## src/rtl/trr_pkg.sv

```systemverilog
`default_nettype none

package trr_pkg;

  // Field widths
  localparam int unsigned RAW_W      = 12;
  localparam int unsigned TEMP_W     = 14;
  localparam int unsigned TIME_W     = 32;
  localparam int unsigned OFFSET_W   = 9;
  localparam int unsigned INTERVAL_W = 16;
  localparam int unsigned RATE_W     = 16;

  // Stream word widths
  localparam int unsigned IN_DATA_W  = 64;
  localparam int unsigned OUT_DATA_W = 48;

  // Configuration port
  localparam int unsigned CFG_ADDR_W = 2;
  localparam int unsigned CFG_DATA_W = 16;

  localparam logic [CFG_ADDR_W-1:0] CFG_IDX_READ_INTERVAL = 2'd0;
  localparam logic [CFG_ADDR_W-1:0] CFG_IDX_BEAN_OFFSET   = 2'd1;
  localparam logic [CFG_ADDR_W-1:0] CFG_IDX_ENV_OFFSET    = 2'd2;

  localparam logic [INTERVAL_W-1:0] READ_INTERVAL_RESET = 16'd250;

  // History
  localparam int unsigned DEFAULT_HISTORY_DEPTH = 16;
  localparam int unsigned MIN_FILL              = 3;

  // Rate scaling: quarter degrees per millisecond to per minute
  localparam int unsigned MS_PER_S     = 1000;
  localparam int unsigned S_PER_MIN    = 60;
  localparam int unsigned RATE_SCALE   = MS_PER_S * S_PER_MIN;
  localparam int unsigned SCALE_W      = 16;
  localparam logic [SCALE_W-1:0] RATE_SCALE_C = SCALE_W'(RATE_SCALE);

  // Temperature difference magnitude and scaled dividend
  localparam int unsigned DIFF_W     = TEMP_W + 1;
  localparam int unsigned DIVIDEND_W = DIFF_W + SCALE_W;
  localparam int unsigned DIV_CNT_W  = $clog2(DIVIDEND_W);

  // Saturation limits
  localparam logic [DIVIDEND_W-1:0] RATE_POS_LIMIT = DIVIDEND_W'(32767);
  localparam logic [DIVIDEND_W-1:0] RATE_NEG_LIMIT = DIVIDEND_W'(32768);
  localparam logic [RATE_W-1:0]     RATE_MAX       = 16'h7fff;
  localparam logic [RATE_W-1:0]     RATE_MIN       = 16'h8000;

  typedef enum logic [2:0] {
    ST_IDLE,
    ST_READ,
    ST_MUL,
    ST_DIV,
    ST_DONE
  } trr_state_e;

endpackage

`default_nettype wire

```

## src/rtl/trr_ring.sv

```systemverilog
`default_nettype none

module trr_ring #(
  parameter int unsigned DEPTH = trr_pkg::DEFAULT_HISTORY_DEPTH,
  parameter int unsigned IDX_W = $clog2(DEPTH)
) (
  input  wire logic                        clk_i,
  input  wire logic                        we_i,
  input  wire logic [IDX_W-1:0]            waddr_i,
  input  wire logic [trr_pkg::TEMP_W-1:0]  wtemp_i,
  input  wire logic [trr_pkg::TIME_W-1:0]  wtime_i,
  input  wire logic [IDX_W-1:0]            raddr_new_i,
  input  wire logic [IDX_W-1:0]            raddr_old_i,
  output logic      [trr_pkg::TEMP_W-1:0]  new_temp_o,
  output logic      [trr_pkg::TIME_W-1:0]  new_time_o,
  output logic      [trr_pkg::TEMP_W-1:0]  old_temp_o,
  output logic      [trr_pkg::TIME_W-1:0]  old_time_o
);
  import trr_pkg::*;

  logic [TEMP_W-1:0] temp_mem [DEPTH];
  logic [TIME_W-1:0] time_mem [DEPTH];

  // Write the newest entry
  always_ff @(posedge clk_i) begin
    if (we_i) begin
      temp_mem[waddr_i] <= wtemp_i;
      time_mem[waddr_i] <= wtime_i;
    end
  end

  // Read newest and oldest entries, registered
  always_ff @(posedge clk_i) begin
    new_temp_o <= temp_mem[raddr_new_i];
    new_time_o <= time_mem[raddr_new_i];
    old_temp_o <= temp_mem[raddr_old_i];
    old_time_o <= time_mem[raddr_old_i];
  end

endmodule

`default_nettype wire

```

## src/rtl/trr_div.sv

```systemverilog
`default_nettype none

module trr_div (
  input  wire logic                            clk_i,
  input  wire logic                            rst_ni,
  input  wire logic                            start_i,
  input  wire logic [trr_pkg::DIVIDEND_W-1:0]  dividend_i,
  input  wire logic [trr_pkg::TIME_W-1:0]      divisor_i,
  output logic                                 done_o,
  output logic      [trr_pkg::DIVIDEND_W-1:0]  quotient_o
);
  import trr_pkg::*;

  logic                  busy_q, busy_d;
  logic                  done_q, done_d;
  logic [DIV_CNT_W-1:0]  cnt_q, cnt_d;
  logic [TIME_W-1:0]     rem_q, rem_d;
  logic [TIME_W-1:0]     dsr_q, dsr_d;
  logic [DIVIDEND_W-1:0] quo_q, quo_d;
  logic [TIME_W:0]       shifted;
  logic [TIME_W:0]       trial;

  // One quotient bit per cycle, restoring
  always_comb begin
    shifted = {rem_q, quo_q[DIVIDEND_W-1]};
    trial   = shifted - {1'b0, dsr_q};
    busy_d  = busy_q;
    done_d  = 1'b0;
    cnt_d   = cnt_q;
    rem_d   = rem_q;
    dsr_d   = dsr_q;
    quo_d   = quo_q;
    if (start_i) begin
      busy_d = 1'b1;
      cnt_d  = DIV_CNT_W'(DIVIDEND_W - 1);
      rem_d  = '0;
      dsr_d  = divisor_i;
      quo_d  = dividend_i;
    end else if (busy_q) begin
      if (trial[TIME_W]) begin
        rem_d = shifted[TIME_W-1:0];
      end else begin
        rem_d = trial[TIME_W-1:0];
      end
      quo_d = {quo_q[DIVIDEND_W-2:0], ~trial[TIME_W]};
      cnt_d = cnt_q - 1'b1;
      if (cnt_q == '0) begin
        busy_d = 1'b0;
        done_d = 1'b1;
      end
    end
  end

  always_ff @(posedge clk_i or negedge rst_ni) begin
    if (!rst_ni) begin
      busy_q <= 1'b0;
      done_q <= 1'b0;
      cnt_q  <= '0;
    end else begin
      busy_q <= busy_d;
      done_q <= done_d;
      cnt_q  <= cnt_d;
    end
  end

  always_ff @(posedge clk_i) begin
    rem_q <= rem_d;
    dsr_q <= dsr_d;
    quo_q <= quo_d;
  end

  assign done_o     = done_q;
  assign quotient_o = quo_q;

endmodule

`default_nettype wire

```

## src/rtl/thermocouple_rate_of_rise_top.sv

```systemverilog
`default_nettype none

// Thermocouple rate-of-rise: each input word carries bean and environment
// readings in quarter degrees, their valid flags and a millisecond time; each
// produces exactly one result word with the accept flags, the calibrated (or
// raw) temperatures and the rate of rise in quarter degrees per minute over
// up to the last HISTORY_DEPTH valid readings. A reading taken with both flags
// set, once the history holds at least three entries with a nonzero time span,
// passes a ring read, a multiply, the 31 steps of the bit-serial restoring
// divider and the taking of its quotient, then the result load and the return
// to idle. With fewer than three entries it skips the multiply and divider,
// with a zero span the divider, and other readings go straight to the result
// load. A stalled result port holds the block before the result load; a new
// reading is accepted only in idle. The rate is kept between readings and
// reported unchanged when the history does not change.
// The history ring needs no clearing after reset: a fill count guards it.
module thermocouple_rate_of_rise_top #(
  parameter int unsigned HISTORY_DEPTH = trr_pkg::DEFAULT_HISTORY_DEPTH
) (
  input  wire logic                            clk_i,
  input  wire logic                            rst_ni,
  // configuration
  input  wire logic                            cfg_we_i,
  input  wire logic [trr_pkg::CFG_ADDR_W-1:0]  cfg_addr_i,
  input  wire logic [trr_pkg::CFG_DATA_W-1:0]  cfg_wdata_i,
  // input stream
  input  wire logic                            s_axis_tvalid,
  output logic                                 s_axis_tready,
  // fields from bit 0: bean_raw[11:0], bean_ok, env_raw[11:0], env_ok,
  // now_ms[31:0], zero fill
  input  wire logic [trr_pkg::IN_DATA_W-1:0]   s_axis_tdata,
  // output stream
  output logic                                 m_axis_tvalid,
  input  wire logic                            m_axis_tready,
  // fields from bit 0: accepted, both_ok, bean_temp[13:0], env_temp[13:0],
  // rise_rate[15:0], zero fill
  output logic      [trr_pkg::OUT_DATA_W-1:0]  m_axis_tdata
);
  import trr_pkg::*;

  localparam int unsigned IDX_W  = $clog2(HISTORY_DEPTH);
  localparam int unsigned FILL_W = $clog2(HISTORY_DEPTH + 1);
  localparam int unsigned SUM_W  = FILL_W + 1;

  // Configuration registers
  logic [INTERVAL_W-1:0] interval_q;
  logic [OFFSET_W-1:0]   bean_off_q;
  logic [OFFSET_W-1:0]   env_off_q;

  always_ff @(posedge clk_i or negedge rst_ni) begin
    if (!rst_ni) begin
      interval_q <= READ_INTERVAL_RESET;
      bean_off_q <= '0;
      env_off_q  <= '0;
    end else if (cfg_we_i) begin
      unique case (cfg_addr_i)
        CFG_IDX_READ_INTERVAL: interval_q <= cfg_wdata_i;
        CFG_IDX_BEAN_OFFSET:   bean_off_q <= cfg_wdata_i[OFFSET_W-1:0];
        CFG_IDX_ENV_OFFSET:    env_off_q  <= cfg_wdata_i[OFFSET_W-1:0];
        default: ;
      endcase
    end
  end

  // Input fields
  logic [RAW_W-1:0]  bean_raw;
  logic              bean_ok;
  logic [RAW_W-1:0]  env_raw;
  logic              env_ok;
  logic [TIME_W-1:0] now_ms;

  assign bean_raw = s_axis_tdata[11:0];
  assign bean_ok  = s_axis_tdata[12];
  assign env_raw  = s_axis_tdata[24:13];
  assign env_ok   = s_axis_tdata[25];
  assign now_ms   = s_axis_tdata[57:26];

  trr_state_e state_q, state_d;

  logic              in_accept;
  logic              take;
  logic              take_both;
  logic [TIME_W-1:0] last_ms_q;
  logic [TIME_W-1:0] elapsed;
  logic [TEMP_W-1:0] bean_cal;
  logic [TEMP_W-1:0] env_cal;

  assign in_accept = s_axis_tvalid && s_axis_tready;
  assign elapsed   = now_ms - last_ms_q;
  assign take      = elapsed >= {{(TIME_W-INTERVAL_W){1'b0}}, interval_q};
  assign take_both = take && bean_ok && env_ok;
  assign bean_cal  = {2'b00, bean_raw} + {{(TEMP_W-OFFSET_W){bean_off_q[OFFSET_W-1]}}, bean_off_q};
  assign env_cal   = {2'b00, env_raw} + {{(TEMP_W-OFFSET_W){env_off_q[OFFSET_W-1]}}, env_off_q};

  // History bookkeeping
  logic [IDX_W-1:0]  slot_q;
  logic [FILL_W-1:0] fill_q;
  logic              ring_we;

  assign ring_we = in_accept && take_both;

  always_ff @(posedge clk_i or negedge rst_ni) begin
    if (!rst_ni) begin
      last_ms_q <= '0;
      slot_q    <= '0;
      fill_q    <= '0;
    end else if (in_accept && take) begin
      last_ms_q <= now_ms;
      if (take_both) begin
        if (slot_q == IDX_W'(HISTORY_DEPTH - 1)) begin
          slot_q <= '0;
        end else begin
          slot_q <= slot_q + 1'b1;
        end
        if (fill_q < FILL_W'(HISTORY_DEPTH)) begin
          fill_q <= fill_q + 1'b1;
        end
      end
    end
  end

  // Newest and oldest ring addresses
  logic [IDX_W-1:0] raddr_new;
  logic [IDX_W-1:0] raddr_old;
  logic [SUM_W-1:0] old_sum;

  always_comb begin
    if (slot_q == '0) begin
      raddr_new = IDX_W'(HISTORY_DEPTH - 1);
    end else begin
      raddr_new = slot_q - 1'b1;
    end
    old_sum = SUM_W'(slot_q) + SUM_W'(HISTORY_DEPTH) - SUM_W'(fill_q);
    if (old_sum >= SUM_W'(HISTORY_DEPTH)) begin
      old_sum = old_sum - SUM_W'(HISTORY_DEPTH);
    end
    raddr_old = old_sum[IDX_W-1:0];
  end

  logic [TEMP_W-1:0] new_temp;
  logic [TIME_W-1:0] new_time;
  logic [TEMP_W-1:0] old_temp;
  logic [TIME_W-1:0] old_time;

  trr_ring #(
    .DEPTH (HISTORY_DEPTH),
    .IDX_W (IDX_W)
  ) u_ring (
    .clk_i       (clk_i),
    .we_i        (ring_we),
    .waddr_i     (slot_q),
    .wtemp_i     (bean_cal),
    .wtime_i     (now_ms),
    .raddr_new_i (raddr_new),
    .raddr_old_i (raddr_old),
    .new_temp_o  (new_temp),
    .new_time_o  (new_time),
    .old_temp_o  (old_temp),
    .old_time_o  (old_time)
  );

  // Scale the temperature difference and start the divider
  logic [DIFF_W-1:0]     diff;
  logic [DIFF_W-1:0]     diff_mag;
  logic [DIVIDEND_W-1:0] scaled;
  logic [TIME_W-1:0]     span;
  logic                  div_start;
  logic                  div_done;
  logic [DIVIDEND_W-1:0] quotient;

  assign diff     = {new_temp[TEMP_W-1], new_temp} - {old_temp[TEMP_W-1], old_temp};
  assign diff_mag = diff[DIFF_W-1] ? (~diff + 1'b1) : diff;
  assign scaled   = diff_mag * RATE_SCALE_C;
  assign span     = new_time - old_time;

  trr_div u_div (
    .clk_i      (clk_i),
    .rst_ni     (rst_ni),
    .start_i    (div_start),
    .dividend_i (scaled),
    .divisor_i  (span),
    .done_o     (div_done),
    .quotient_o (quotient)
  );

  // Next state
  logic out_free;

  assign out_free = !m_axis_tvalid || m_axis_tready;

  always_comb begin
    state_d = state_q;
    unique case (state_q)
      ST_IDLE: begin
        if (in_accept) begin
          state_d = take_both ? ST_READ : ST_DONE;
        end
      end
      ST_READ: begin
        state_d = (fill_q < FILL_W'(MIN_FILL)) ? ST_DONE : ST_MUL;
      end
      ST_MUL: begin
        state_d = (span == '0) ? ST_DONE : ST_DIV;
      end
      ST_DIV: begin
        if (div_done) begin
          state_d = ST_DONE;
        end
      end
      ST_DONE: begin
        if (out_free) begin
          state_d = ST_IDLE;
        end
      end
      default: state_d = ST_IDLE;
    endcase
  end

  always_ff @(posedge clk_i or negedge rst_ni) begin
    if (!rst_ni) begin
      state_q <= ST_IDLE;
    end else begin
      state_q <= state_d;
    end
  end

  // State outputs
  assign s_axis_tready = (state_q == ST_IDLE);
  assign div_start     = (state_q == ST_MUL) && (span != '0);

  // Hold the fields of the current word
  logic              acc_q;
  logic              both_q;
  logic [TEMP_W-1:0] bean_t_q;
  logic [TEMP_W-1:0] env_t_q;
  logic              neg_q;

  always_ff @(posedge clk_i) begin
    if (in_accept) begin
      acc_q  <= take;
      both_q <= take_both;
      if (take_both) begin
        bean_t_q <= bean_cal;
        env_t_q  <= env_cal;
      end else if (take) begin
        bean_t_q <= {2'b00, bean_raw};
        env_t_q  <= {2'b00, env_raw};
      end else begin
        bean_t_q <= '0;
        env_t_q  <= '0;
      end
    end
    if (state_q == ST_MUL) begin
      neg_q <= diff[DIFF_W-1];
    end
  end

  // Rate kept across words, cleared on a zero time span, saturated on divider completion
  logic [RATE_W-1:0] rate_q;
  logic [RATE_W-1:0] rate_sat;

  always_comb begin
    if (neg_q) begin
      if (quotient > RATE_NEG_LIMIT) begin
        rate_sat = RATE_MIN;
      end else begin
        rate_sat = ~quotient[RATE_W-1:0] + 1'b1;
      end
    end else if (quotient > RATE_POS_LIMIT) begin
      rate_sat = RATE_MAX;
    end else begin
      rate_sat = quotient[RATE_W-1:0];
    end
  end

  always_ff @(posedge clk_i or negedge rst_ni) begin
    if (!rst_ni) begin
      rate_q <= '0;
    end else if ((state_q == ST_MUL) && (span == '0)) begin
      rate_q <= '0;
    end else if ((state_q == ST_DIV) && div_done) begin
      rate_q <= rate_sat;
    end
  end

  // Output register
  logic out_load;

  assign out_load = (state_q == ST_DONE) && out_free;

  always_ff @(posedge clk_i or negedge rst_ni) begin
    if (!rst_ni) begin
      m_axis_tvalid <= 1'b0;
    end else if (out_load) begin
      m_axis_tvalid <= 1'b1;
    end else if (m_axis_tready) begin
      m_axis_tvalid <= 1'b0;
    end
  end

  always_ff @(posedge clk_i) begin
    if (out_load) begin
      m_axis_tdata <= {{(OUT_DATA_W-46){1'b0}}, rate_q, env_t_q, bean_t_q, both_q, acc_q};
    end
  end

  // Checks
  a_fill_bound: assert property (@(posedge clk_i) disable iff (!rst_ni)
    fill_q <= FILL_W'(HISTORY_DEPTH))
    else $error("history fill count beyond depth");

  a_fill_moves_on_write: assert property (@(posedge clk_i) disable iff (!rst_ni)
    (fill_q != $past(fill_q)) |-> $past(ring_we))
    else $error("fill count changed without a history write");

  a_div_done_in_div: assert property (@(posedge clk_i) disable iff (!rst_ni)
    div_done |-> (state_q == ST_DIV))
    else $error("divider finished outside the divide state");

  a_out_from_done: assert property (@(posedge clk_i) disable iff (!rst_ni)
    $rose(m_axis_tvalid) |-> $past(state_q == ST_DONE))
    else $error("result word loaded outside the done state");

endmodule

`default_nettype wire

```

## config.mk

```make
export PLATFORM = sky130hd
export DESIGN_NAME = thermocouple_rate_of_rise_top
export DESIGN_NICKNAME = d
export VERILOG_FILES = /design/src/rtl/trr_pkg.sv /design/src/rtl/trr_ring.sv /design/src/rtl/trr_div.sv /design/src/rtl/thermocouple_rate_of_rise_top.sv
export SDC_FILE = /design/constraint.sdc
export NUM_CORES = 2
export LEC_CHECK = 0
export BUFFER_PORTS_ARGS = -buffer_cell sky130_fd_sc_hd__buf_2
export CAP_MARGIN = 25
export CORE_MARGIN = 2
export CORE_UTILIZATION = 50
export CTS_CLUSTER_SIZE = 12
export DETAILED_ROUTE_END_ITERATION = 16
export GPL_TIMING_DRIVEN = 1
export PLACE_DENSITY = 0.66
export SETUP_SLACK_MARGIN = 0.02
export SYNTH_ARGS = -nofsm -noshare
export SYNTH_HDL_FRONTEND = slang
export SYNTH_HIERARCHICAL = 1
export SYNTH_SLANG_ARGS = --single-unit
```

## constraint.sdc

```tcl
create_clock -name clk_i -period 11.2 [get_ports clk_i]
set_input_delay 2.24 -clock clk_i [delete_from_list [all_inputs] [get_ports clk_i]]
set_output_delay 2.24 -clock clk_i [all_outputs]
set_load 0.05 [all_outputs]
```

==> flow_summary_export.csv <==
group,metric,value,unit
synthesis,ys.flop_type,"edfxtp_1",
synthesis,synth_async_sr_flop_share,0.0926,
cts,postCtsSetupRepairBufs,0,
critical_path,cp_data_required_time,11.66,ns
cells_and_area,area_growth,10.6,%
synthesis,avgSynthCellArea,14.1,um2
critical_path,critical_path_class,"flop to flop",
detailed_routing,ant_nets,0,
global_route,grt_pass1_vias,35600,
critical_path,r2r_slack,2.00,ns
die,core_area,114000,um2
die,ioPinCount,137,
die,die_width,343,um
place,gp_congestion,0.867,
die,start_util,0.503,
cts,ctsHtreeMaxLevel,3,
detailed_routing,drt-wirelength-per-cell,24.1,um
global_route,grt_max_degree,112,
detailed_routing,top_layer_used,"met5",
die,fp.dieArea,117000,um2
sta,tightest_slew,1.10,ns
synthesis,post-synth-top-area-fraction,0.459,
critical_path,critical_path_arrival,9.67,ns
min_path,hp-class,"flop to flop",
sta,clock_skew,0.0373,ns
sta,fmax,109,MHz
sta,fin_crit,9.20,ns
synthesis,synth.most_common_cell,"edfxtp_1",
critical_path,startpoint_type,"flop",
place,port_buffers,128,
place,dp_hpwl,87.1,mm
place,dp_slack,1.95,ns
global_route,grt_pass1_wl,212,mm
cts,ctsHoldBuffers,0,
cts,clock-sinks,1102,
cts,numCtsBuffers,114,
detailed_routing,route.met3.wl,10.9,mm
die,rows,124,
cells_and_area,fillerInstances,9047,
synthesis,synth_edf_count,876,
critical_path,startpoint,"u_ring/new_temp_o[0]",
cts,cts_resized,0,
cts,clock_latency,0.71,ns
detailed_routing,drt-initial-drc-count,2913,
cts,path_clk_slew,0.06,ns
sta,setup_viol,0,
cells_and_area,layout-drive-gt1-share,0.203,
critical_path,reg2reg_to,"u_div/quotient_o[29]",
detailed_routing,met1_length,56.4,mm
sta,slew_headroom,0.267,
global_route,grt_antenna_before_repair,10,
synthesis,ys_ff_latch,1102,
synthesis,syn_inst,4054,
sta,drv_slew,0,
critical_path,crit_path_end_kind,"flop",
sta,hold_violations,0,
cells_and_area,final_util,0.556,
status,status,"completed",
synthesis,synth_commonest_cells,"edfxtp_1, mux4_2, inv_1",
detailed_routing,drc,0,
cts,clk_path_buf_depth,3,
global_route,grt_overflow,0,
critical_path,max_stage_delay,0.65,ns
critical_path,cp-endpoint,"u_div/quotient_o[29]",
detailed_routing,totalWireLength,139,mm
sta,rsz0062_at_grt,"false",
synthesis,ys.warnings.count,6,
critical_path,reg2regPathDepth,34,
detailed_routing,drt-pass1-iter-count,6,
critical_path,cpMaxStageDelayCell,"or4b_2",
critical_path,r2r-start,"u_ring/new_temp_o[0]",
sta,setup_tns,0,ns
global_route,grt_usage,0.238,
detailed_routing,vias_per_cell,6.14,
synthesis,synth_area,57300,um2
die,die_h,343,um
run,drv_cap,0,
detailed_routing,vias,35500,
synthesis,ys_seq_area_frac,0.547,
sta,fin_ws,2.00,ns
cells_and_area,nets,4557,
cts,cts-root-buf,"clkbuf_16",
cts,cts_tree,"built",
synthesis,synth.area.top_cells,"edfxtp_1, mux4_2, ha_1",
detailed_routing,met2_wirelength,68.8,mm
synthesis,synth_cell_type_count,101,
synthesis,synth_area_leader_cell,"edfxtp_1",
sta,post-route-period-util,0.822,
critical_path,cp_max_fo,18,
[cells by family (layout without fill, tap and decap cells)]
group,count (synthesis),in the layout,synth area share
fa+ha+maj,299,299,0.0734
compound gates,752,752,0.0890
simple gates,776,776,0.0661
buf+inv,500,711,0.0369
mux,472,472,0.165
xor+xnor,152,152,0.0232
other cells,1,10,0.0000654
flops,1102,1102,0.547
[sequential cells by signal, indices dropped and copies added, names as in the netlist, 14 cells and up]
name	count
rate_q	16
env_t_q	14
m_axis_tdata	46
u_ring/new_temp_o	14
last_ms_q	32
u_ring/new_time_o	32
u_ring/time_mem	512
bean_t_q	14
u_ring/old_temp_o	14
u_div/rem_q	32
u_div/dsr_q	32
u_ring/temp_mem	224
interval_q	16
u_div/quotient_o	31
u_ring/old_time_o	32
[how the worst min path moves through the flow]
stage	from	end	slack (ns)	depth (start not counted)
2_1_floorplan	acc_q	m_axis_tdata[0]	0.40	0
3_3_place_gp	both_q	m_axis_tdata[1]	0.40	0
3_5_place_dp	both_q	m_axis_tdata[1]	0.41	0
4_1_cts	bean_t_q[4]	m_axis_tdata[6]	0.41	0
5_1_grt	bean_t_q[11]	m_axis_tdata[13]	0.42	0
6_report	bean_t_q[4]	m_axis_tdata[6]	0.41	0
[critical path, delay by kind of cell (launching register included)]
| family | cells | cell delay (ns) |
|---|---|---|
| flops | 1 | 0.29 |
| compound gates | 13 | 2.60 |
| simple gates | 3 | 0.98 |
| fa+ha+maj | 8 | 3.53 |
| mux | 1 | 0.25 |
| buf+inv | 7 | 0.65 |
| xor+xnor | 2 | 0.65 |
[metrics by stage]
step                      instance area (um2)  hold slack (ns)  cells
after floorplan                         57300            0.400   4060
after global placement                  59600            0.402   5562
after detailed placement                59700            0.405   5566
after CTS                               63400            0.415   5782
after global routing                    63400            0.422   5785
final                                   63400            0.414   5786
[area by class of cell]
type	instances	area, um2	share of cell area
multi-input cells	2458	24100	0.380
clock inverters	29	319	0.00503
diodes	3	7.51	0.000118
flip-flops and latches	1102	31300	0.494
clock buffers	187	3420	0.0539
well taps	1512	1890	0.0298
inverters	301	1150	0.0181
repair buffers	194	1190	0.0188
[routing by layer]
| metal | vias up | GRT usage |
|---|---|---|
| met5 | - | 0 |
| met4 | 10 | 0.0652 |
| met3 | 214 | 0.0378 |
| met2 | 1354 | 0.405 |
| met1 | 18000 | 0.318 |
| li1 | 16000 | - |
[cell usage in the layout, fill, tap and decap left out, drive strengths merged, types with 19 or more instances in the layout]
cell	instances
edfxtp	876
mux4	368
inv	303
nand2	256
ha	237
buf	194
clkbuf	187
a22oi	184
nor2	178
a21oi	164
dfxtp	124
o21ai	124
xnor2	103
dfrtp	96
mux2	82
fa	62
a21o	61
nor3	60
nand3	57
xor2	49
a211oi	38
nor2b	33
nand2b	26
a31oi	26
mux2i	22
nand4	21
or3	20
nor4	20
and3	19
Power is not shown: default switching activity piles up to over one toggle a cycle in this logic, so the estimate is an artifact.
